==> config.mk <==
export PLATFORM = sky130hd
export DESIGN_NAME = ecc3_ctrl
export DESIGN_NICKNAME = d
export VERILOG_FILES = /design/src/rtl/core/ecc3_pkg.sv /design/src/rtl/core/ecc3_ctrl.sv
export SDC_FILE = /design/constraint.sdc
export NUM_CORES = 1
export LEC_CHECK = 0
export CORE_UTILIZATION = 40
export DETAILED_ROUTE_END_ITERATION = 10
export DONT_BUFFER_PORTS = 1
export SYNTH_ARGS = -nofsm -noshare
export SYNTH_HDL_FRONTEND = slang
export SYNTH_SLANG_ARGS = --single-unit
==> constraint.sdc <==
create_clock -name clk -period 8.4 [get_ports clk]
set_clock_uncertainty 0.05 [all_clocks]
set_input_delay 0.84 -clock clk [delete_from_list [all_inputs] [get_ports clk]]
set_output_delay 0.84 -clock clk [all_outputs]
set_load 0.05 [all_outputs]
==> src/rtl/core/ecc3_pkg.sv <==
// Shared types, constants and trit helpers for the GF(3^m) point arithmetic core.
// Used by ecc3_ctrl, ecc3_dp, ecc3_inv and the top level; depends on nothing.
package ecc3_pkg;

  localparam int IN_TRITS = 31;
  localparam int FIELD_W  = 62;
  localparam int DEG_W    = 5;
  localparam int CNT_W    = 5;

  // configuration register indexes
  localparam logic [1:0] REG_DEGREE  = 2'd0;
  localparam logic [1:0] REG_MODULUS = 2'd1;
  localparam logic [1:0] REG_A2      = 2'd2;
  localparam logic [1:0] REG_A4      = 2'd3;

  typedef enum logic [2:0] {
    OP_SUB,
    OP_MUL,
    OP_INV,
    OP_LOAD,
    OP_OUT
  } op_t;

  typedef enum logic [3:0] {
    R_A2,
    R_A4,
    R_AX,
    R_AY,
    R_BX,
    R_BY,
    R_LAM,
    R_T,
    R_U,
    R_ZERO
  } reg_t;

  typedef enum logic [2:0] {
    RAW_A2,
    RAW_A4,
    RAW_FX,
    RAW_FY,
    RAW_SX,
    RAW_SY
  } raw_t;

  typedef struct packed {
    logic valid;
    op_t  op;
    reg_t dst;
    reg_t src1;
    reg_t src2;
    raw_t raw;
  } cmd_t;

  typedef struct packed {
    logic done;
    logic zero;
  } stat_t;

  typedef enum logic [5:0] {
    ST_IDLE,
    ST_LD_A2,
    ST_LD_A4,
    ST_LD_FX,
    ST_LD_FY,
    ST_LD_SX,
    ST_LD_SY,
    ST_ADD_CHK,
    ST_CP_X,
    ST_CP_Y,
    ST_NEG,
    ST_CMP_X,
    ST_CMP_NY,
    ST_CMP_Y,
    ST_DY,
    ST_DX,
    ST_INV_D,
    ST_LAM_C,
    ST_DBL_CHK,
    ST_DBL_M,
    ST_DBL_S,
    ST_DBL_I,
    ST_DBL_L,
    ST_F_SQ,
    ST_F_A2,
    ST_F_X1,
    ST_F_X2,
    ST_F_D,
    ST_F_M,
    ST_F_Y,
    ST_F_CX,
    ST_F_CY,
    ST_NEXT,
    ST_BIT,
    ST_DBL_B,
    ST_OUT,
    ST_DONE
  } state_t;

  // map the unused code to zero
  function automatic logic [1:0] tclean(input logic [1:0] t);
    return (t == 2'd3) ? 2'd0 : t;
  endfunction

  function automatic logic [1:0] tadd(input logic [1:0] a, input logic [1:0] b);
    logic [2:0] s;
    s = {1'b0, a} + {1'b0, b};
    return (s >= 3'd3) ? 2'(s - 3'd3) : s[1:0];
  endfunction

  function automatic logic [1:0] tneg(input logic [1:0] b);
    logic [1:0] r;
    case (b)
      2'd1:    r = 2'd2;
      2'd2:    r = 2'd1;
      default: r = 2'd0;
    endcase
    return r;
  endfunction

  function automatic logic [1:0] tsub(input logic [1:0] a, input logic [1:0] b);
    return tadd(a, tneg(b));
  endfunction

  function automatic logic [1:0] tmul(input logic [1:0] a, input logic [1:0] b);
    logic [1:0] r;
    if (a == 2'd0 || b == 2'd0) r = 2'd0;
    else if (a == b) r = 2'd1;
    else r = 2'd2;
    return r;
  endfunction

endpackage

==> src/rtl/core/ecc3_ctrl.sv <==
// Controller: sequences point addition, doubling and the double-and-add loop
// as field commands to the datapath. Depends on ecc3_pkg.
module ecc3_ctrl import ecc3_pkg::*; #(
  parameter int SCALAR_BITS = 64
) (
  input  logic                   clk,
  input  logic                   rst,
  input  logic                   start,
  input  logic                   kind,
  input  logic                   first_inf,
  input  logic                   second_inf,
  input  logic [SCALAR_BITS-1:0] scalar,
  input  stat_t                  stat,
  output cmd_t                   cmd,
  output logic                   busy,
  output logic                   done,
  output logic                   result_inf
);

  state_t                 state, state_next;
  logic                   issued, issued_next;
  logic                   kind_q, kind_next;
  logic                   ainf, ainf_next, binf, binf_next;
  logic                   tgt_b, tgt_b_next, chord, chord_next;
  logic                   zx, zx_next, zn, zn_next;
  logic                   res_inf_next;
  logic [SCALAR_BITS-1:0] k, k_next;
  reg_t                   px, py, qx;

  function automatic cmd_t mk(input op_t op, input reg_t d, input reg_t s1, input reg_t s2);
    cmd_t c;
    c.valid = 1'b0;
    c.op    = op;
    c.dst   = d;
    c.src1  = s1;
    c.src2  = s2;
    c.raw   = RAW_A2;
    return c;
  endfunction

  // point being worked on and the second x of the finish step
  assign px = tgt_b ? R_BX : R_AX;
  assign py = tgt_b ? R_BY : R_AY;
  assign qx = chord ? R_BX : px;

  assign busy = (state != ST_IDLE);
  assign done = (state == ST_DONE);

  always_ff @(posedge clk) begin
    if (rst) begin
      state  <= ST_IDLE;
      issued <= 1'b0;
    end else begin
      state  <= state_next;
      issued <= issued_next;
    end
  end

  always_ff @(posedge clk) begin
    kind_q     <= kind_next;
    ainf       <= ainf_next;
    binf       <= binf_next;
    tgt_b      <= tgt_b_next;
    chord      <= chord_next;
    zx         <= zx_next;
    zn         <= zn_next;
    k          <= k_next;
    result_inf <= res_inf_next;
  end

  always_comb begin
    state_next   = state;
    kind_next    = kind_q;
    ainf_next    = ainf;
    binf_next    = binf;
    tgt_b_next   = tgt_b;
    chord_next   = chord;
    zx_next      = zx;
    zn_next      = zn;
    k_next       = k;
    res_inf_next = result_inf;
    cmd          = mk(OP_SUB, R_T, R_ZERO, R_ZERO);
    case (state)
      ST_IDLE: begin
        if (start) begin
          kind_next  = kind;
          ainf_next  = kind ? 1'b1 : first_inf;
          binf_next  = kind ? first_inf : second_inf;
          k_next     = scalar;
          tgt_b_next = 1'b0;
          state_next = ST_LD_A2;
        end
      end
      // load and reduce curve and point values
      ST_LD_A2: begin
        cmd = mk(OP_LOAD, R_A2, R_ZERO, R_ZERO);
        if (stat.done) state_next = ST_LD_A4;
      end
      ST_LD_A4: begin
        cmd     = mk(OP_LOAD, R_A4, R_ZERO, R_ZERO);
        cmd.raw = RAW_A4;
        if (stat.done) state_next = ST_LD_FX;
      end
      ST_LD_FX: begin
        cmd     = mk(OP_LOAD, kind_q ? R_BX : R_AX, R_ZERO, R_ZERO);
        cmd.raw = RAW_FX;
        if (stat.done) state_next = ST_LD_FY;
      end
      ST_LD_FY: begin
        cmd     = mk(OP_LOAD, kind_q ? R_BY : R_AY, R_ZERO, R_ZERO);
        cmd.raw = RAW_FY;
        if (stat.done) state_next = kind_q ? ST_BIT : ST_LD_SX;
      end
      ST_LD_SX: begin
        cmd     = mk(OP_LOAD, R_BX, R_ZERO, R_ZERO);
        cmd.raw = RAW_SX;
        if (stat.done) state_next = ST_LD_SY;
      end
      ST_LD_SY: begin
        cmd     = mk(OP_LOAD, R_BY, R_ZERO, R_ZERO);
        cmd.raw = RAW_SY;
        if (stat.done) state_next = ST_ADD_CHK;
      end
      // A = A + B
      ST_ADD_CHK: begin
        tgt_b_next = 1'b0;
        if (ainf && binf) state_next = ST_NEXT;
        else if (ainf) state_next = ST_CP_X;
        else if (binf) state_next = ST_NEXT;
        else state_next = ST_NEG;
      end
      ST_CP_X: begin
        cmd = mk(OP_SUB, R_AX, R_BX, R_ZERO);
        if (stat.done) state_next = ST_CP_Y;
      end
      ST_CP_Y: begin
        cmd = mk(OP_SUB, R_AY, R_BY, R_ZERO);
        if (stat.done) begin
          ainf_next  = 1'b0;
          state_next = ST_NEXT;
        end
      end
      ST_NEG: begin
        cmd = mk(OP_SUB, R_U, R_ZERO, R_AY);
        if (stat.done) state_next = ST_CMP_X;
      end
      ST_CMP_X: begin
        cmd = mk(OP_SUB, R_T, R_AX, R_BX);
        if (stat.done) begin
          zx_next    = stat.zero;
          state_next = ST_CMP_NY;
        end
      end
      ST_CMP_NY: begin
        cmd = mk(OP_SUB, R_T, R_U, R_BY);
        if (stat.done) begin
          zn_next    = stat.zero;
          state_next = ST_CMP_Y;
        end
      end
      ST_CMP_Y: begin
        cmd = mk(OP_SUB, R_T, R_AY, R_BY);
        if (stat.done) begin
          if (zx && zn) begin
            ainf_next  = 1'b1;
            state_next = ST_NEXT;
          end else if (zx && stat.zero) begin
            chord_next = 1'b0;
            state_next = ST_DBL_CHK;
          end else begin
            chord_next = 1'b1;
            state_next = ST_DY;
          end
        end
      end
      // chord slope
      ST_DY: begin
        cmd = mk(OP_SUB, R_LAM, R_BY, R_AY);
        if (stat.done) state_next = ST_DX;
      end
      ST_DX: begin
        cmd = mk(OP_SUB, R_T, R_BX, R_AX);
        if (stat.done) state_next = ST_INV_D;
      end
      ST_INV_D: begin
        cmd = mk(OP_INV, R_T, R_T, R_ZERO);
        if (stat.done) state_next = ST_LAM_C;
      end
      ST_LAM_C: begin
        cmd = mk(OP_MUL, R_LAM, R_LAM, R_T);
        if (stat.done) state_next = ST_F_SQ;
      end
      // tangent slope, or infinity for y = 0
      ST_DBL_CHK: begin
        cmd = mk(OP_SUB, R_T, py, R_ZERO);
        if (stat.done) begin
          if (stat.zero) begin
            if (tgt_b) binf_next = 1'b1;
            else ainf_next = 1'b1;
            state_next = ST_NEXT;
          end else begin
            state_next = ST_DBL_M;
          end
        end
      end
      ST_DBL_M: begin
        cmd = mk(OP_MUL, R_LAM, R_A2, px);
        if (stat.done) state_next = ST_DBL_S;
      end
      ST_DBL_S: begin
        cmd = mk(OP_SUB, R_LAM, R_LAM, R_A4);
        if (stat.done) state_next = ST_DBL_I;
      end
      ST_DBL_I: begin
        cmd = mk(OP_INV, R_T, py, R_ZERO);
        if (stat.done) state_next = ST_DBL_L;
      end
      ST_DBL_L: begin
        cmd = mk(OP_MUL, R_LAM, R_LAM, R_T);
        if (stat.done) state_next = ST_F_SQ;
      end
      // x3 = lam^2 - a2 - x1 - x2, y3 = lam*(x1 - x3) - y1
      ST_F_SQ: begin
        cmd = mk(OP_MUL, R_T, R_LAM, R_LAM);
        if (stat.done) state_next = ST_F_A2;
      end
      ST_F_A2: begin
        cmd = mk(OP_SUB, R_T, R_T, R_A2);
        if (stat.done) state_next = ST_F_X1;
      end
      ST_F_X1: begin
        cmd = mk(OP_SUB, R_T, R_T, px);
        if (stat.done) state_next = ST_F_X2;
      end
      ST_F_X2: begin
        cmd = mk(OP_SUB, R_T, R_T, qx);
        if (stat.done) state_next = ST_F_D;
      end
      ST_F_D: begin
        cmd = mk(OP_SUB, R_U, px, R_T);
        if (stat.done) state_next = ST_F_M;
      end
      ST_F_M: begin
        cmd = mk(OP_MUL, R_U, R_U, R_LAM);
        if (stat.done) state_next = ST_F_Y;
      end
      ST_F_Y: begin
        cmd = mk(OP_SUB, R_U, R_U, py);
        if (stat.done) state_next = ST_F_CX;
      end
      ST_F_CX: begin
        cmd = mk(OP_SUB, px, R_T, R_ZERO);
        if (stat.done) state_next = ST_F_CY;
      end
      ST_F_CY: begin
        cmd = mk(OP_SUB, py, R_U, R_ZERO);
        if (stat.done) begin
          if (tgt_b) binf_next = 1'b0;
          else ainf_next = 1'b0;
          state_next = ST_NEXT;
        end
      end
      // advance the double-and-add loop
      ST_NEXT: begin
        if (!kind_q) begin
          state_next = ST_OUT;
        end else if (!tgt_b) begin
          state_next = ST_DBL_B;
        end else begin
          k_next     = k >> 1;
          state_next = ST_BIT;
        end
      end
      ST_BIT: begin
        if (binf || k == '0) state_next = ST_OUT;
        else if (k[0]) state_next = ST_ADD_CHK;
        else state_next = ST_DBL_B;
      end
      ST_DBL_B: begin
        tgt_b_next = 1'b1;
        chord_next = 1'b0;
        state_next = ST_DBL_CHK;
      end
      ST_OUT: begin
        cmd = mk(OP_OUT, R_T, ainf ? R_ZERO : R_AX, ainf ? R_ZERO : R_AY);
        if (stat.done) begin
          res_inf_next = ainf;
          state_next   = ST_DONE;
        end
      end
      ST_DONE: begin
        state_next = ST_IDLE;
      end
      default: begin
        state_next = ST_IDLE;
      end
    endcase
    cmd.valid = 1'b0;
    if (state != ST_IDLE && state != ST_ADD_CHK && state != ST_NEXT && state != ST_BIT &&
        state != ST_DBL_B && state != ST_DONE) begin
      cmd.valid = !issued;
    end
    if (cmd.valid) issued_next = 1'b1;
    else if (stat.done) issued_next = 1'b0;
    else issued_next = issued;
  end

endmodule

# ---- After elaboration in Yosys (flattened, before gate mapping)
# Index checks and enable logic that the tools add are counted.
dict set report totals {
  reg_bits 79
  out_inout_bits 22
}
dict set report op_classes {
  eq_ne 82
  mux 81
  n_reduce_logical 31
}
# operator n
set ops {}
lappend ops {{18-bit case mux with 30 select lines} 1}
lappend ops {{6-bit two-way mux} 38}
lappend ops {{6-bit case mux with 34 select lines} 1}
lappend ops {{64-bit two-way mux} 3}
lappend ops {{64-bit case mux with 2 select lines} 1}
lappend ops {{6-bit by 5-bit equality test with 1-bit output, second input constant} 16}
lappend ops {{2-bit inequality test, second input constant} 39}
lappend ops {{64-bit zero test} 1}
lappend ops {{6-bit by 4-bit equality test with 1-bit output, second input constant} 8}
lappend ops {{6-bit equality test, second input constant} 5}
lappend ops {{30-bit AND reduction} 1}
lappend ops {{6-bit by 3-bit equality test with 1-bit output, second input constant} 4}
lappend ops {{6-bit inequality test, second input constant} 4}
lappend ops {{1-bit two-way mux} 23}
lappend ops {{3-bit two-way mux} 5}
lappend ops {{6-bit by 2-bit equality test with 1-bit output, second input constant} 2}
lappend ops {{10-bit AND reduction} 1}
lappend ops {{2-bit AND reduction} 5}
lappend ops {{1-bit logical AND} 8}
lappend ops {{4-bit two-way mux} 2}
lappend ops {{7-bit AND reduction} 1}
lappend ops {{6-bit by 1-bit equality test with 1-bit output, second input constant} 1}
lappend ops {{6-bit zero test} 1}
lappend ops {{6-bit by 3-bit inequality test with 1-bit output, second input constant} 1}
lappend ops {{other kinds (15)} 22}

# ---- Depth between registers and ports, before layout
dict set report depth {
  ltp_word 8
  ltp_mapped 7
  depth_no_buf 5
}

# ---- Worst setup path before layout
# OpenSTA, ideal clock, no wires.
dict set report synth_timing {
  path_kind {register -> register}
  startpoint {reg state[4]}
  endpoint {reg k[0], enable pin}
  setup_time_ps 581
  t_arrival_ps 5897
  setup_slack_ps 1873
  stages_incl_launch_ff 7
  n_path_buf 3
  period_less_slack_ps 6527
  path_cell_list {dfxtp_1 buf_4 nor2_2 nand3_2 buf_2 buf_6 o31ai_1}
}
dict set report synth_via {
  elab_chain_len 3
}
# item line
set synth_lines {}
lappend synth_lines {{from (decl)} ecc3_ctrl.sv:20} ;# state_t state, state_next;
lappend synth_lines {{from (signal assigned)} ecc3_ctrl.sv:54} ;# state <= state_next;
lappend synth_lines {{6-bit equality test or 6-bit zero test (tied branches)} ecc3_ctrl.sv:83} ;# case (state)
lappend synth_lines {{2-bit inequality test (no source line) or 2-bit nonzero test (tied branches)} --}
lappend synth_lines {{4-bit AND reduction (no source line) (*)} --}
lappend synth_lines {{to (signal assigned)} ecc3_ctrl.sv:67} ;# k <= k_next;
lappend synth_lines {{to (decl)} ecc3_ctrl.sv:27} ;# logic [SCALAR_BITS-1:0] k, k_next;
# Mark *: on every way between the ends. The rest lies on a longest branch, timed or not.
# A chain may end at the register's enable or synchronous reset.

==> impl_results.md <==
* Worst path required time at 7510 ps
* Max Transition Viols Final at 0
* CTS hold repair buffers at 0
* Die area at between 10000 and 15000 um^2
* Setup ws final at 4433 ps
* CTS H-tree lvls at 3
* Max VDD drop at ~180 uV
* Cell Rows at 40
* Syn Area/Cell at approximately 11 um^2
* DP Cell Count at 584
* Clock Power Share at 19.6%
* Comb pwr share at roughly 46%
* Die Y at 112.7 um
* CTS sink cnt at 79
* R2R depth at 5
* Synth top cells by count: edfxtp_1 (72), nor2_1 (36), mux2_2 (35)
* GRT Overall Usage at 21.35%
* Post-DP HPWL at just over 9000 um
* Startpoint Class: register
* Clock network latency to the later pin of the worst-skew pair at 340 ps
* CP Capture Type: output port
* Psw at approximately 0.84 mW
* DRC Markers at 0
* Internal power at 0.9861 mW
* Initial DRC count at around 450
* Leak pwr at 1.754 nW
* Yosys warns at 0
* Final nets at 520
* Top-count cell post-synth: edfxtp_1
* Adder-Cell Fraction of Synth Area at 0.2043%
* Starting Density at 40.95%
* Post-CTS sizing at 0
* Fmax at 0.2521 GHz
* Synth Instances at 463
* Ys async rst share at 0%
* Worst slew pin tran at roughly 1100 ps
* Unrepaired setup endpoints after global routing: no
* Setup TNS at 0 ps
* # IOs at 94
* PwrDens at about 350 nW/um^2
* Hold endpoint: result_inf$_DFFE_PP_
* Main combinational cell family by area after synthesis: simple AND/OR/NAND/NOR gates
* Total CTS buffers at 9
* Crit-path max FO at 41
* Total gr overflow at 0
* Largest net degree at the start of global routing at 70
* Vias per inst at 6.408
* Max incr delay on CP at between 600 and 700 ps
* Vias in the first global route at 3714
* Synth Area in Simple Gates at about 16%
* PortBufs at 0
* XOR/XNOR Fraction of Synth Area at 0.3576%
* Worst r2r dst: k[12]$_DFFE_PP_
* Synth area leaders: edfxtp_1 (44%), mux2_2 (8.0%), mux2_1 (6.4%)
* WS Path Type: register to output port
* Initial antenna violation count at 1
* Post-CTS setup buffers at 0
* Share of cells above drive strength 1 at 16.56%
* Clk buf depth at 2
* Worst R2R Setup Slack at 5100 ps
* Mean routed wirelength per cell at approximately 22 um
* Seq cells post-synth at between 70 and 80
* Slew margin rel. at 24.92%
* Post-Syn Area at 4898 um^2
* EDFF count, synth at 72
* Area leader, netlist: edfxtp_1
* Crit path time final at between 3000 and 4000 ps
* First-pass GRT wire length at between 20000 and 25000 um
* Net Sw Frac at approximately 46%
* # diodes at 0
* Hold Crit Start: ainf$_DFFE_PP_
* WHS Path Cells at 0
* Core footprint at 11960 um^2
* Routed WL at 13120 um
* Post-synth top area share at 44.14%
* Post-Layout Cell Count at 600
* Mux share of post-synthesis cell area at 15.10%
* Root Driver: clkbuf_16
* Fillers at 1136
* Place WS at 4862 ps
* Dominant synthesized flop cell: edfxtp_1
* Slowest stage cell, crit path: nor2b_1
* # setup viols final at 0
* Gpl congestion at 0.8906
* CTS tree: built
* Sequential share of the synthesized area at 47.00%
* First-pass DRT Iterations at 5
* Max-Cap Viols at 0
* Worst r2r src: state[3]$_SDFFE_PP0P_
* Vias at 3845
* Worst hold path type: register to register
* Clock slew at reported path FFs at around 60 ps
* Outcome: complete, no violations
* Fin crit share at 47.22%
* Compound-Gate Fraction of Synth Area at 15.91%
* Sequential Power Share at 34.7%
* Critical path arrival at 3080 ps
* Routed Antenna Nets at 0
* Netlist cell types at 67
* Final Hold Vio Count at 0
* Synthesized Nets at 535
* Crit path cell chain: buf_4 -> nor2b_1 -> nand3_1 -> nor2_1 -> a211oi_1 -> o21ai_1
* Chip width at 112.7 um
* Area grow syn2layout at 7.075%
worst max-delay path: cells and delay by family (launching register included):
kind,cells,cell delay (ps)
buf+inv,1,370
compound gates,2,600
flops,1,300
simple gates,3,1450
layout make-up:
type	count	area (um^2)	share of cell area (%)
clock inverter	7	47.55	0.9065
inverter	15	56.30	1.073
sequential	79	2302	43.89
timing repair buffer	8	60.06	1.145
clock buffer	9	225.2	4.294
multi-input combinational	335	2370	45.18
tap	147	183.9	3.507
through the flow:
step	area [um^2]	hold WS [ps]	util [%]	power, mW
finish	5245	486.6	43.85	1.826
global route	5245	499.6	43.85	1.929
CTS	5245	478.8	43.85	1.832
detailed placement	4972	452.3	41.57	1.466
global placement	4972	488.0	41.57	1.462
floorplan	4898	402.3	-	1.321
power by group through the flow:
| stage | Sequential (mW) | Combinational (mW) | Clock, mW |
|---|---|---|---|
| global placement | 0.640 | 0.822 | 0 |
| detailed placement | 0.641 | 0.825 | 0 |
| finish | 0.633 | 0.835 | 0.358 |
| CTS | 0.634 | 0.829 | 0.370 |
| floorplan | 0.638 | 0.683 | 0 |
| global route | 0.647 | 0.896 | 0.386 |
cells in the final DEF (no fill, tap or decap), types with 3 or more instances in the layout:
cell	netlist	final
nand2b_1	7	7
a21o_1	5	5
nor4_1	20	20
dfxtp_1	7	7
and2_1	3	3
mux2_1	28	28
buf_4	6	8
nand2_1	24	24
clkinv_2	0	3
a31oi_1	4	4
and2b_1	3	3
a21oi_1	34	34
and3_1	4	4
nand3_1	14	14
o21ai_1	2	6
o31ai_1	4	3
o211ai_1	3	3
o311ai_1	4	4
o32ai_1	3	3
clkbuf_16	0	9
nand4_1	5	5
nor2_2	3	3
o21ai_0	20	16
nor3_1	11	11
mux2i_1	3	3
edfxtp_1	72	72
o22ai_1	4	4
inv_1	14	14
a311oi_1	4	4
mux2_2	35	35
nor2b_1	8	8
nor2_1	36	36
a22oi_1	3	3
state kept, by name, summed over array words and instances (netlist names):
| name | count |
|---|---|
| zn | 1 |
| chord | 1 |
| issued | 1 |
| binf | 1 |
| zx | 1 |
| kind_q | 1 |
| ainf | 1 |
| state | 6 |
| result_inf | 1 |
| k | 64 |
| tgt_b | 1 |
how the worst max path moves through the flow:
stage	from	to	slack, ps	cells past startpoint
after CTS	state[1]$_SDFFE_PP0P_	cmd[4]	4480	6
after detailed placement	state[1]$_SDFFE_PP0P_	cmd[4]	4860	6
final	state[1]$_SDFFE_PP0P_	cmd[4]	4430	6
after floorplan	state[4]$_SDFFE_PP0P_	k[0]$_DFFE_PP_	1870	6
after global placement	state[1]$_SDFFE_PP0P_	cmd[4]	4900	6
after global routing	state[0]$_SDFFE_PP0P_	cmd[13]	4260	6
cell families (layout without fill, tap and decap cells):
group	after synthesis	in the layout
compound gates	117	117
xor+xnor	2	2
fa+ha+maj	1	1
buf+inv	49	39
flops	79	79
mux	66	66
simple gates	149	149
per-layer routing:
layer	vias to the layer above	global-route usage, %	routed length (um)
li1	1772	-	-
met1	1864	28.94	5763
met2	178	30.91	5833
met3	29	6.857	1199
met4	2	9.956	310
met5	-	0	13
(Power assumes the default switching activity.)
